$ cat config.mk
export PLATFORM = sky130hd
export DESIGN_NAME = text_panel_pixel_generator_unit
export DESIGN_NICKNAME = d
export VERILOG_FILES = /design/src/hw/rtl/tppg_pkg.sv /design/src/hw/rtl/text_panel_pixel_generator_unit.sv
export SDC_FILE = /design/constraint.sdc
export NUM_CORES = 2
export LEC_CHECK = 0
export ABC_AREA = 1
export BUFFER_PORTS_ARGS = -buffer_cell sky130_fd_sc_hd__clkbuf_2
export CORE_ASPECT_RATIO = 2
export CORE_UTILIZATION = 55
export DETAILED_ROUTE_END_ITERATION = 12
export HOLD_SLACK_MARGIN = 0.03
export PLACE_DENSITY = 0.72
export REMOVE_ABC_BUFFERS = 1
export SLEW_MARGIN = 20
export SYNTH_ARGS = -nofsm -noshare
export SYNTH_HDL_FRONTEND = slang
export SYNTH_SLANG_ARGS = --single-unit
$ cat constraint.sdc
create_clock -name clk_i -period 14.9 [get_ports clk_i]
set_input_delay 2.235 -clock clk_i [delete_from_list [all_inputs] [get_ports clk_i]]
set_output_delay 2.235 -clock clk_i [all_outputs]
set_load 0.05 [all_outputs]
$ cat src/hw/rtl/tppg_pkg.sv
// Shared constants, font tables and helper functions of the status panel pixel generator.
`default_nettype none

package tppg_pkg;

  // Display and font geometry
  localparam int DISPLAY_WIDTH  = 800;
  localparam int DISPLAY_HEIGHT = 480;
  localparam int DOT_SCALE      = 4;
  localparam int DOT_COLS       = 5;
  localparam int CELL_ADVANCE   = 24;
  localparam int LINE_HEIGHT    = 28;
  localparam int LINE_PITCH     = 44;
  localparam int NUM_LINES      = 5;
  localparam int PANEL_MARGIN   = 16;
  localparam int MAX_CHARS      = 16;
  localparam int BLOCK_WIDTH    = MAX_CHARS * CELL_ADVANCE - DOT_SCALE;
  localparam int BLOCK_HEIGHT   = NUM_LINES * LINE_HEIGHT + (NUM_LINES - 1) * LINE_PITCH;
  localparam int TEXT_ROWS      = NUM_LINES * LINE_PITCH;

  localparam int X0 = (DISPLAY_WIDTH - BLOCK_WIDTH) / 2;
  localparam int Y0 = (DISPLAY_HEIGHT - BLOCK_HEIGHT) / 2;
  localparam int PANEL_X_LO = X0 - PANEL_MARGIN;
  localparam int PANEL_X_HI = X0 + BLOCK_WIDTH + PANEL_MARGIN;
  localparam int PANEL_Y_LO = Y0 - PANEL_MARGIN;
  localparam int PANEL_Y_HI = Y0 + BLOCK_HEIGHT + PANEL_MARGIN;

  // Character counts per line kind and the resulting centered start columns
  localparam int LEN_LONG    = 16;
  localparam int LEN_BOARD   = 12;
  localparam int LEN_TOUCH   = 6;
  localparam int LEN_NOTOUCH = 4;
  localparam int LX_LONG    = (DISPLAY_WIDTH - (LEN_LONG * CELL_ADVANCE - DOT_SCALE)) / 2;
  localparam int LX_BOARD   = (DISPLAY_WIDTH - (LEN_BOARD * CELL_ADVANCE - DOT_SCALE)) / 2;
  localparam int LX_TOUCH   = (DISPLAY_WIDTH - (LEN_TOUCH * CELL_ADVANCE - DOT_SCALE)) / 2;
  localparam int LX_NOTOUCH = (DISPLAY_WIDTH - (LEN_NOTOUCH * CELL_ADVANCE - DOT_SCALE)) / 2;

  // Line numbers
  localparam logic [2:0] LINE_TITLE  = 3'd0;
  localparam logic [2:0] LINE_BOARD  = 3'd1;
  localparam logic [2:0] LINE_UPTIME = 3'd2;
  localparam logic [2:0] LINE_TX     = 3'd3;
  localparam logic [2:0] LINE_TY     = 3'd4;

  // Decimal conversion constants
  localparam int          UPTIME_MOD  = 1000000;
  localparam int          TOUCH_MOD   = 10000;
  localparam int          RECIP_SHIFT = 50;
  localparam int          UQ_W        = 13;
  localparam logic [63:0] UPTIME_RECIP = (64'd1 << RECIP_SHIFT) / 64'(UPTIME_MOD);

  // Configuration register indexes
  typedef enum logic [1:0] {
    CFG_BACKGROUND = 2'd0,
    CFG_PANEL      = 2'd1,
    CFG_TEXT       = 2'd2,
    CFG_ACCENT     = 2'd3
  } cfg_idx_e;

  localparam logic [15:0] RST_BACKGROUND = 16'd4294;
  localparam logic [15:0] RST_PANEL      = 16'd0;
  localparam logic [15:0] RST_TEXT       = 16'd65535;
  localparam logic [15:0] RST_ACCENT     = 16'd18015;

  // Glyph codes (digits 0..9 use their own value)
  localparam int NUM_GLYPHS = 33;
  localparam logic [5:0] G_SPACE = 6'd10;
  localparam logic [5:0] G_H     = 6'd11;
  localparam logic [5:0] G_L     = 6'd12;
  localparam logic [5:0] G_M     = 6'd13;
  localparam logic [5:0] G_C     = 6'd14;
  localparam logic [5:0] G_E     = 6'd15;
  localparam logic [5:0] G_I     = 6'd16;
  localparam logic [5:0] G_K     = 6'd17;
  localparam logic [5:0] G_LL    = 6'd18;
  localparam logic [5:0] G_MM    = 6'd19;
  localparam logic [5:0] G_N     = 6'd20;
  localparam logic [5:0] G_O     = 6'd21;
  localparam logic [5:0] G_P     = 6'd22;
  localparam logic [5:0] G_R     = 6'd23;
  localparam logic [5:0] G_S     = 6'd24;
  localparam logic [5:0] G_T     = 6'd25;
  localparam logic [5:0] G_U     = 6'd26;
  localparam logic [5:0] G_X     = 6'd27;
  localparam logic [5:0] G_Y     = 6'd28;
  localparam logic [5:0] G_DASH  = 6'd29;
  localparam logic [5:0] G_COLON = 6'd30;
  localparam logic [5:0] G_BANG  = 6'd31;
  localparam logic [5:0] G_EQ    = 6'd32;

  // 5x7 font, one byte per dot column, bit n is dot row n
  localparam logic [7:0] GLYPH_ROM [NUM_GLYPHS][DOT_COLS] = '{
    '{8'h3E, 8'h51, 8'h49, 8'h45, 8'h3E}, '{8'h00, 8'h42, 8'h7F, 8'h40, 8'h00},
    '{8'h42, 8'h61, 8'h51, 8'h49, 8'h46}, '{8'h21, 8'h41, 8'h45, 8'h4B, 8'h31},
    '{8'h18, 8'h14, 8'h12, 8'h7F, 8'h10}, '{8'h27, 8'h45, 8'h45, 8'h45, 8'h39},
    '{8'h3C, 8'h4A, 8'h49, 8'h49, 8'h30}, '{8'h01, 8'h71, 8'h09, 8'h05, 8'h03},
    '{8'h36, 8'h49, 8'h49, 8'h49, 8'h36}, '{8'h06, 8'h49, 8'h49, 8'h29, 8'h1E},
    '{8'h00, 8'h00, 8'h00, 8'h00, 8'h00}, '{8'h7F, 8'h08, 8'h08, 8'h08, 8'h7F},
    '{8'h7F, 8'h40, 8'h40, 8'h40, 8'h40}, '{8'h7F, 8'h02, 8'h0C, 8'h02, 8'h7F},
    '{8'h38, 8'h44, 8'h44, 8'h44, 8'h20}, '{8'h38, 8'h54, 8'h54, 8'h54, 8'h18},
    '{8'h00, 8'h44, 8'h7D, 8'h40, 8'h00}, '{8'h7F, 8'h10, 8'h28, 8'h44, 8'h00},
    '{8'h00, 8'h41, 8'h7F, 8'h40, 8'h00}, '{8'h7C, 8'h04, 8'h18, 8'h04, 8'h78},
    '{8'h7C, 8'h08, 8'h04, 8'h04, 8'h78}, '{8'h38, 8'h44, 8'h44, 8'h44, 8'h38},
    '{8'hFC, 8'h24, 8'h24, 8'h24, 8'h18}, '{8'h7C, 8'h08, 8'h04, 8'h04, 8'h08},
    '{8'h48, 8'h54, 8'h54, 8'h54, 8'h24}, '{8'h04, 8'h3F, 8'h44, 8'h40, 8'h20},
    '{8'h3C, 8'h40, 8'h40, 8'h20, 8'h7C}, '{8'h44, 8'h28, 8'h10, 8'h28, 8'h44},
    '{8'h0C, 8'h50, 8'h50, 8'h50, 8'h3C}, '{8'h08, 8'h08, 8'h08, 8'h08, 8'h08},
    '{8'h00, 8'h36, 8'h36, 8'h00, 8'h00}, '{8'h00, 8'h00, 8'h5F, 8'h00, 8'h00},
    '{8'h14, 8'h14, 8'h14, 8'h14, 8'h14}
  };

  // Fixed banner strings
  localparam logic [5:0] TITLE_STR [16] = '{
    G_U, G_LL, G_MM, G_K, G_SPACE, G_M, G_I, G_C,
    G_R, G_O, G_K, G_E, G_R, G_N, G_E, G_LL
  };
  localparam logic [5:0] BOARD_STR [12] = '{
    G_H, G_E, G_LL, G_LL, G_O, G_SPACE, G_L, G_I, G_N, G_U, G_MM, G_BANG
  };
  localparam logic [5:0] PREFIX_STR [8] = '{
    G_U, G_P, G_T, G_I, G_MM, G_E, G_COLON, G_SPACE
  };

  // One decimal digit step: digit = v / unit and the remainder, for v < 10 * unit
  function automatic logic [23:0] dec_step(input logic [19:0] v, input logic [19:0] unit);
    logic [3:0]  d;
    logic [19:0] sub;
    d   = '0;
    sub = '0;
    for (int k = 1; k < 10; k++) begin
      if (v >= 20'(k) * unit) begin
        d   = 4'(k);
        sub = 20'(k) * unit;
      end
    end
    return {d, v - sub};
  endfunction

  // Start column of a line
  function automatic logic [11:0] line_start(input logic [2:0] line, input logic tv);
    logic [11:0] lx;
    case (line)
      LINE_TITLE, LINE_UPTIME: lx = 12'(LX_LONG);
      LINE_BOARD:              lx = 12'(LX_BOARD);
      default:                 lx = tv ? 12'(LX_TOUCH) : 12'(LX_NOTOUCH);
    endcase
    return lx;
  endfunction

  // Pixel width of a line (characters times advance)
  function automatic logic [11:0] line_span(input logic [2:0] line, input logic tv);
    logic [11:0] sp;
    case (line)
      LINE_TITLE, LINE_UPTIME: sp = 12'(LEN_LONG * CELL_ADVANCE);
      LINE_BOARD:              sp = 12'(LEN_BOARD * CELL_ADVANCE);
      default:                 sp = tv ? 12'(LEN_TOUCH * CELL_ADVANCE)
                                       : 12'(LEN_NOTOUCH * CELL_ADVANCE);
    endcase
    return sp;
  endfunction

  // Glyph code of character ci on a line; ud, txd, tyd hold digits, most significant highest
  function automatic logic [5:0] cell_code(input logic [2:0] line, input logic [3:0] ci,
                                           input logic tv, input logic [5:0][3:0] ud,
                                           input logic [3:0][3:0] txd,
                                           input logic [3:0][3:0] tyd);
    logic [5:0] c;
    logic [3:0] ui;
    logic [3:0] ti;
    ui = 4'd13 - ci;
    ti = 4'd5 - ci;
    c  = G_SPACE;
    case (line)
      LINE_TITLE: c = TITLE_STR[ci];
      LINE_BOARD: begin
        if (ci < 4'(LEN_BOARD)) c = BOARD_STR[ci];
      end
      LINE_UPTIME: begin
        if (ci < 4'd8)       c = PREFIX_STR[ci[2:0]];
        else if (ci < 4'd14) c = {2'b00, ud[ui[2:0]]};
        else if (ci == 4'd15) c = G_S;
      end
      default: begin
        if (ci == 4'd0)      c = (line == LINE_TX) ? G_X : G_Y;
        else if (ci == 4'd1) c = G_EQ;
        else if (!tv)        c = G_DASH;
        else if (line == LINE_TX) c = {2'b00, txd[ti[1:0]]};
        else                 c = {2'b00, tyd[ti[1:0]]};
      end
    endcase
    return c;
  endfunction

  // Dot of the font at a column and row
  function automatic logic glyph_dot(input logic [5:0] code, input logic [2:0] col,
                                     input logic [2:0] row);
    logic [7:0] bits;
    bits = '0;
    if (code < 6'(NUM_GLYPHS) && col < 3'(DOT_COLS)) bits = GLYPH_ROM[code][col];
    return bits[row];
  endfunction

endpackage

`default_nettype wire

$ cat src/hw/rtl/text_panel_pixel_generator_unit.sv
// Status panel pixel generator: nine-stage pixel pipeline plus output register.
// Throughput: one pixel per cycle while the output is not stalled; the depth is set by the uptime decimal path
// (reciprocal multiply, remainder multiply, then one digit per stage).
// A stall at the output fills empty stages first; input stalls only when all are full.
// Reset clears all valid bits and loads the reset colors into the four color registers.
`default_nettype none

module text_panel_pixel_generator_unit import tppg_pkg::*; (
  input  wire logic        clk_i,
  input  wire logic        rst_ni,
  // configuration write port
  input  wire logic        cfg_we_i,
  input  wire logic [1:0]  cfg_idx_i,
  input  wire logic [15:0] cfg_wdata_i,
  // pixel request channel
  input  wire logic        in_valid_i,
  output logic             in_stall_o,
  input  wire logic [9:0]  pixel_x_i,
  input  wire logic [8:0]  pixel_y_i,
  input  wire logic [31:0] uptime_sec_i,
  input  wire logic        touch_valid_i,
  input  wire logic [15:0] touch_x_i,
  input  wire logic [15:0] touch_y_i,
  // pixel color channel
  output logic             out_valid_o,
  input  wire logic        out_stall_i,
  output logic [15:0]      pixel_color_o
);

  localparam int NST = 9;

  typedef struct packed {
    logic [9:0]       x;
    logic             in_panel;
    logic             in_text;
    logic [7:0]       dy;
    logic [2:0]       line;
    logic [5:0]       r;
    logic             line_on;
    logic [8:0]       dx;
    logic             in_line;
    logic [3:0]       ci;
    logic [4:0]       cx;
    logic [2:0]       col;
    logic [2:0]       row;
    logic             dot_ok;
    logic [UQ_W-1:0]  uq;
    logic [20:0]      ulo;
    logic [20:0]      uqm;
    logic [19:0]      urem;
    logic [5:0][3:0]  ud;
    logic             tv;
    logic [13:0]      txr;
    logic [13:0]      tyr;
    logic [3:0][3:0]  txd;
    logic [3:0][3:0]  tyd;
    logic [5:0]       code;
  } pix_t;

  // Color registers
  logic [15:0] bg_q, panel_q, text_q, accent_q;

  always_ff @(posedge clk_i or negedge rst_ni) begin
    if (!rst_ni) begin
      bg_q     <= RST_BACKGROUND;
      panel_q  <= RST_PANEL;
      text_q   <= RST_TEXT;
      accent_q <= RST_ACCENT;
    end else if (cfg_we_i) begin
      unique case (cfg_idx_e'(cfg_idx_i))
        CFG_BACKGROUND: bg_q     <= cfg_wdata_i;
        CFG_PANEL:      panel_q  <= cfg_wdata_i;
        CFG_TEXT:       text_q   <= cfg_wdata_i;
        CFG_ACCENT:     accent_q <= cfg_wdata_i;
        default: ;
      endcase
    end
  end

  // Stage flow control: a stage takes new data when empty or when its successor moves
  logic [NST:0] v_q;
  logic [NST:0] rdy;

  always_comb begin
    rdy[NST] = !v_q[NST] || !out_stall_i;
    for (int i = NST - 1; i >= 0; i--) begin
      rdy[i] = !v_q[i] || rdy[i+1];
    end
  end

  assign in_stall_o = !rdy[0];

  always_ff @(posedge clk_i or negedge rst_ni) begin
    if (!rst_ni) begin
      v_q <= '0;
    end else begin
      if (rdy[0]) v_q[0] <= in_valid_i;
      for (int i = 1; i <= NST; i++) begin
        if (rdy[i]) v_q[i] <= v_q[i-1];
      end
    end
  end

  // Stage logic
  pix_t        s_q [NST];
  pix_t        s_d [NST];
  logic [15:0] color_q;
  logic [15:0] color_d;

  always_comb begin
    logic [63:0] prod;
    logic [33:0] qm;
    logic [23:0] st;
    logic [23:0] st2;
    logic [7:0]  lbase;
    logic [8:0]  cbase;
    logic [20:0] diff;
    logic [11:0] lx;
    logic [12:0] lend;
    logic        dot;

    // Stage 0: panel test, row offset, reciprocal multiply, touch modulo
    s_d[0]          = '0;
    s_d[0].x        = pixel_x_i;
    s_d[0].in_panel = (32'(pixel_x_i) >= PANEL_X_LO) && (32'(pixel_x_i) < PANEL_X_HI) &&
                      (32'(pixel_y_i) >= PANEL_Y_LO) && (32'(pixel_y_i) < PANEL_Y_HI);
    s_d[0].in_text  = (32'(pixel_y_i) >= Y0) && (32'(pixel_y_i) < Y0 + TEXT_ROWS);
    s_d[0].dy       = 8'(32'(pixel_y_i) - 32'(Y0));
    prod            = 64'(uptime_sec_i) * UPTIME_RECIP;
    s_d[0].uq       = prod[RECIP_SHIFT +: UQ_W];
    s_d[0].ulo      = uptime_sec_i[20:0];
    s_d[0].tv       = touch_valid_i;
    st              = dec_step(20'(touch_x_i), 20'(TOUCH_MOD));
    s_d[0].txr      = st[13:0];
    st2             = dec_step(20'(touch_y_i), 20'(TOUCH_MOD));
    s_d[0].tyr      = st2[13:0];

    // Stage 1: line number and row in line, quotient times modulus, touch thousands
    s_d[1]      = s_q[0];
    s_d[1].line = '0;
    lbase       = '0;
    for (int j = 1; j < NUM_LINES; j++) begin
      if (s_q[0].dy >= 8'(j * LINE_PITCH)) begin
        s_d[1].line = 3'(j);
        lbase       = 8'(j * LINE_PITCH);
      end
    end
    s_d[1].r       = 6'(s_q[0].dy - lbase);
    s_d[1].line_on = s_q[0].in_text && (6'(s_q[0].dy - lbase) < 6'(LINE_HEIGHT));
    qm             = 34'(s_q[0].uq) * 34'(UPTIME_MOD);
    s_d[1].uqm     = qm[20:0];
    st             = dec_step(20'(s_q[0].txr), 20'd1000);
    s_d[1].txd[3]  = st[23:20];
    s_d[1].txr     = st[13:0];
    st2            = dec_step(20'(s_q[0].tyr), 20'd1000);
    s_d[1].tyd[3]  = st2[23:20];
    s_d[1].tyr     = st2[13:0];

    // Stage 2: uptime modulo one million, column offset in line, touch hundreds
    s_d[2]         = s_q[1];
    diff           = s_q[1].ulo - s_q[1].uqm;
    s_d[2].urem    = (diff >= 21'(UPTIME_MOD)) ? 20'(diff - 21'(UPTIME_MOD)) : diff[19:0];
    lx             = line_start(s_q[1].line, s_q[1].tv);
    lend           = 13'(lx) + 13'(line_span(s_q[1].line, s_q[1].tv));
    s_d[2].in_line = s_q[1].line_on && (12'(s_q[1].x) >= lx) && (13'(s_q[1].x) < lend);
    s_d[2].dx      = 9'(12'(s_q[1].x) - lx);
    st             = dec_step(20'(s_q[1].txr), 20'd100);
    s_d[2].txd[2]  = st[23:20];
    s_d[2].txr     = st[13:0];
    st2            = dec_step(20'(s_q[1].tyr), 20'd100);
    s_d[2].tyd[2]  = st2[23:20];
    s_d[2].tyr     = st2[13:0];

    // Stage 3: uptime hundred-thousands, character index, touch tens and ones
    s_d[3]        = s_q[2];
    st            = dec_step(s_q[2].urem, 20'd100000);
    s_d[3].ud[5]  = st[23:20];
    s_d[3].urem   = st[19:0];
    s_d[3].ci     = '0;
    cbase         = '0;
    for (int j = 1; j < MAX_CHARS; j++) begin
      if (s_q[2].dx >= 9'(j * CELL_ADVANCE)) begin
        s_d[3].ci = 4'(j);
        cbase     = 9'(j * CELL_ADVANCE);
      end
    end
    s_d[3].cx     = 5'(s_q[2].dx - cbase);
    st            = dec_step(20'(s_q[2].txr), 20'd10);
    s_d[3].txd[1] = st[23:20];
    s_d[3].txd[0] = st[3:0];
    st2           = dec_step(20'(s_q[2].tyr), 20'd10);
    s_d[3].tyd[1] = st2[23:20];
    s_d[3].tyd[0] = st2[3:0];

    // Stage 4: uptime ten-thousands, dot column and row
    s_d[4]        = s_q[3];
    st            = dec_step(s_q[3].urem, 20'd10000);
    s_d[4].ud[4]  = st[23:20];
    s_d[4].urem   = st[19:0];
    s_d[4].col    = 3'(s_q[3].cx >> $clog2(DOT_SCALE));
    s_d[4].row    = 3'(s_q[3].r >> $clog2(DOT_SCALE));
    s_d[4].dot_ok = s_q[3].in_line && (s_q[3].cx < 5'(DOT_COLS * DOT_SCALE));

    // Stages 5 to 7: remaining uptime digits
    s_d[5]       = s_q[4];
    st           = dec_step(s_q[4].urem, 20'd1000);
    s_d[5].ud[3] = st[23:20];
    s_d[5].urem  = st[19:0];

    s_d[6]       = s_q[5];
    st           = dec_step(s_q[5].urem, 20'd100);
    s_d[6].ud[2] = st[23:20];
    s_d[6].urem  = st[19:0];

    s_d[7]       = s_q[6];
    st           = dec_step(s_q[6].urem, 20'd10);
    s_d[7].ud[1] = st[23:20];
    s_d[7].ud[0] = st[3:0];
    s_d[7].urem  = st[19:0];

    // Stage 8: glyph code of the addressed character
    s_d[8]      = s_q[7];
    s_d[8].code = cell_code(s_q[7].line, s_q[7].ci, s_q[7].tv, s_q[7].ud,
                            s_q[7].txd, s_q[7].tyd);

    // Output stage: font lookup and color select
    dot = s_q[8].dot_ok && glyph_dot(s_q[8].code, s_q[8].col, s_q[8].row);
    if (!s_q[8].in_panel) begin
      color_d = bg_q;
    end else if (dot) begin
      color_d = (s_q[8].line == LINE_TITLE || s_q[8].line == LINE_UPTIME) ? text_q
                                                                          : accent_q;
    end else begin
      color_d = panel_q;
    end
  end

  // Payload registers
  always_ff @(posedge clk_i) begin
    for (int i = 0; i < NST; i++) begin
      if (rdy[i]) s_q[i] <= s_d[i];
    end
    if (rdy[NST]) color_q <= color_d;
  end

  assign out_valid_o   = v_q[NST];
  assign pixel_color_o = color_q;

  // Checks
  logic in_acc, out_acc;
  assign in_acc  = in_valid_i && !in_stall_o;
  assign out_acc = out_valid_o && !out_stall_i;

  a_stall_only_full: assert property (@(posedge clk_i) disable iff (!rst_ni)
    in_stall_o |-> (&v_q))
    else $error("input stalled with an empty stage");

  a_occupancy: assert property (@(posedge clk_i) disable iff (!rst_ni)
    $past(rst_ni) |-> ($countones(v_q) ==
      $countones($past(v_q)) + int'($past(in_acc)) - int'($past(out_acc))))
    else $error("transaction lost or duplicated in pipeline");

  a_uptime_mod: assert property (@(posedge clk_i) disable iff (!rst_ni)
    v_q[2] |-> (s_q[2].urem < 20'(UPTIME_MOD)))
    else $error("uptime remainder out of range");

  a_glyph_code: assert property (@(posedge clk_i) disable iff (!rst_ni)
    v_q[8] |-> (s_q[8].code < 6'(NUM_GLYPHS)))
    else $error("glyph code out of range");

endmodule

`default_nettype wire

==> key figures <==
Status
  – Status: finished clean

Timing
  – Worst-Margin Slew: 1.13 ns
  – Slew Limit Fails: 0
  – Min Tclk post-route: 9.86 ns
  – Fmax: 101 MHz
  – TNS Setup: 0 ns
  – RSZ-0062 raised after global routing: no
  – Relative slew margins: 22.5%
  – Final Hold Vio Count: 0
  – Post-Route Skew: 0.0286 ns
  – Final setup vio count: 0
  – Crit share post-route: 66.2%

Floorplan
  – Die area: 101000 sq um
  – Ports: 125
  – Core Region: 98700 sq um
  – Cell Rows: 163
  – Starting Density: 55.5%
  – Die width: 225 microns
  – Chip Height: 448 microns

Synthesis
  – FF+latch count, synth: 742
  – Predominant post-synthesis flop cell: edfxtp_1
  – Netlist Area Pre-Place: 54800 sq um
  – Synth area leaders: edfxtp_1 (37%), fa_1 (13%), ha_1 (13%), inv_1 (7.7%), nand2_1 (6.0%)
  – Synth cell types: 69
  – Number of synthesis warnings: 0
  – Cells after synthesis: 5596
  – Yosys top cell area share: 36.6%
  – Post-synth EDFFs: 668
  – Syn_area_per_cell: 9.79 sq um
  – Ys async rst share: 9.97%
  – Seq/Total Area, Yosys: 40.1%
  – Yosys top cell by area: edfxtp_1

Clock network
  – Skew-Pair Late Insertion Delay: 0.63 ns
  – Post_cts resized: 0
  – H-tree depth: 3
  – Root Buffer: clkbuf_16
  – Clock buffer depth: 3
  – Clock transition at path regs: 0.06 ns
  – Hold-fix buffers, CTS: 0
  – Post-CTS Setup Bufs: 0
  – CTS sink cnt: 742
  – CTS tree: yes
  – TritonCTS buffer count: 66

Global routing
  – Largest net degree at the start of global routing: 82
  – Total track usage: 27.6%
  – Antenna violations before repair: 2
  – Vias in the first global route: 41900
  – GRT Residual Overflow: 0
  – Global-route wire length before repair: 212000 microns

Worst setup path
  – Worst-path maximum fanout: 78
  – CP Capture Type: output port
  – CP Launch Point: out_stall_i
  – Req. time, crit path: 12.66 ns
  – Critical path class: in2out
  – Crit path launch type: input port
  – R2r startpoint: v_q[9]
  – Critical Path AT: 7.62 ns

Routing
  – First drt pass iteration count: 6
  – DR vias/cell: 5.55
  – Post-route antenna net violation count: 0
  – Initial DRC Count: 1775
  – Routed WL: 137000 microns
  – Total number of vias: 39500
  – Wire per inst: 19.2 microns
  – DRC viols: 0

Placement
  – DP HPWL: 110000 microns
  – PortBufs: 124
  – GP Congestion: 1.02

Min path
  – Hold Crit Class: reg2reg
  – Hold path startpoint: s_q[0][1731]

Cells and area
  – Fillers: 8411
  – Nets: 6803
  – Layout cells sized above 1: 5.61%
  – Layout area overhead: 8.02%

Job
  – Max Cap Viol: 0
[placed cells by master, fill, tap and decap left out, drive strengths merged, types with 34 or more instances in the layout]
master	synthesis	routed
ha	577	577
nand4	40	40
xor2	159	159
nor2	404	404
nand3	219	219
nand2	880	880
nor3	68	68
o21bai	34	34
o21ai	289	289
a31oi	57	57
clkbuf	32	206
a21oi	289	289
xnor2	57	57
dfrtp	44	44
fa	364	364
inv	1128	1128
edfxtp	668	668
[sequential cells by signal, summed over array words and instances (netlist names)]
signal,count
s_q,652
accent_q,16
bg_q,16
panel_q,16
pixel_color_o,16
text_q,16
v_q,10
[per-stage QoR]
step	area (sq um)	std cells	setup WS, ns	hold WS (ns)	utilization [%]
after global routing	59200	7127	4.41	0.410	60.0
after detailed placement	57000	7007	4.88	0.405	57.7
final	59200	7128	5.04	0.397	60.0
after global placement	57000	7007	4.84	0.401	57.7
after floorplan	54500	5541	1.06	0.400	-
after CTS	59200	7126	4.88	0.393	59.9
[cell families (layout without fill, tap and decap cells)]
logic type               after synthesis  in the layout  synth area share [%]
AND/OR/NAND/NOR                     1667           1667                  12.7
buffers and inverters               1184           1394                  8.26
adder cells (fa/ha/maj)              941            941                  26.5
AO/OA/AOI/OAI                        829            829                  8.71
flip-flops                           742            742                  40.1
XOR/XNOR                             216            216                  3.52
multiplexers                          16             16                 0.292
other                                  1              3               0.00684
[layer usage]
metal,wire length [microns],track usage [%],part of all wire (%),vias to the layer above
met5,0,0,0,-
met4,13200,23.8,9.7,0
met3,4700,3.49,3.4,609
met2,77400,55.8,57,1160
met1,41300,22.7,30,18900
li1,-,-,-,18800
[worst max-delay path, stage by stage]
cell,delay (ns)
clkbuf_2,0.07
nand2_1,0.45
nor2_2,0.25
inv_2,0.19
nor2_2,0.14
inv_2,0.03
buf_4,0.34
nor2_1,0.27
clkinv_2,0.49
nor2_2,0.26
clkinv_2,0.08
nor2_1,0.13
inv_2,0.04
buf_4,0.39
nor2_2,0.21
inv_2,0.04
buf_4,0.39
nor2_1,0.26
clkinv_2,0.08
nor2_1,0.32
nand2_4,0.29
inv_1,0.26
clkbuf_2,0.31
[layout make-up]
type                       count  area, sq um  area share (%)
clock inverter                36          380           0.643
clock buffer                  83         1830            3.09
antenna                        2         5.00         0.00846
sequential                   742        21900            37.1
inverter                    1129         4240            7.17
multi-input combinational   3670        28300            47.9
timing repair buffer         146          788            1.33
tap                         1320         1650            2.79
[final timing paths]
| path | endpoint | slack (ns) | depth (start not counted) |
|---|---|---|---|
| hold reg to reg | s_q[0][1953] | 0.40 | 0 |
| hold / removal | s_q[0][1953] | 0.40 | 0 |
| min in group asynchronous | panel_q[1] | 1.76 | 1 |
| max in group asynchronous | bg_q[13] | 12.52 | 1 |
| setup reg to reg | s_q[0][41] | 8.60 | 21 |
| setup / recovery | in_stall_o | 5.04 | 23 |
[Yosys cell counts, drive strengths merged (10+ instances only)]
cell    count
a21o       14
dfrtp      44
or2        10
o211ai     23
o31ai      10
mux2i      16
o21bai     34
inv      1128
nand2     880
a211oi     15
o21ai     289
nand4      40
xor2      159
edfxtp    668
a31oi      57
nor2      404
xnor2      57
ha        577
nor4       20
nor3       68
fa        364
nand3     219
clkbuf     32
o21a       13
a21oi     289
o22ai      17
nand3b     14
a21boi     12
buf        23
dfstp      30
Power is left out: the tool's default activity adds up to more than one toggle a clock period on the data nets, which glitch-free logic cannot reach.
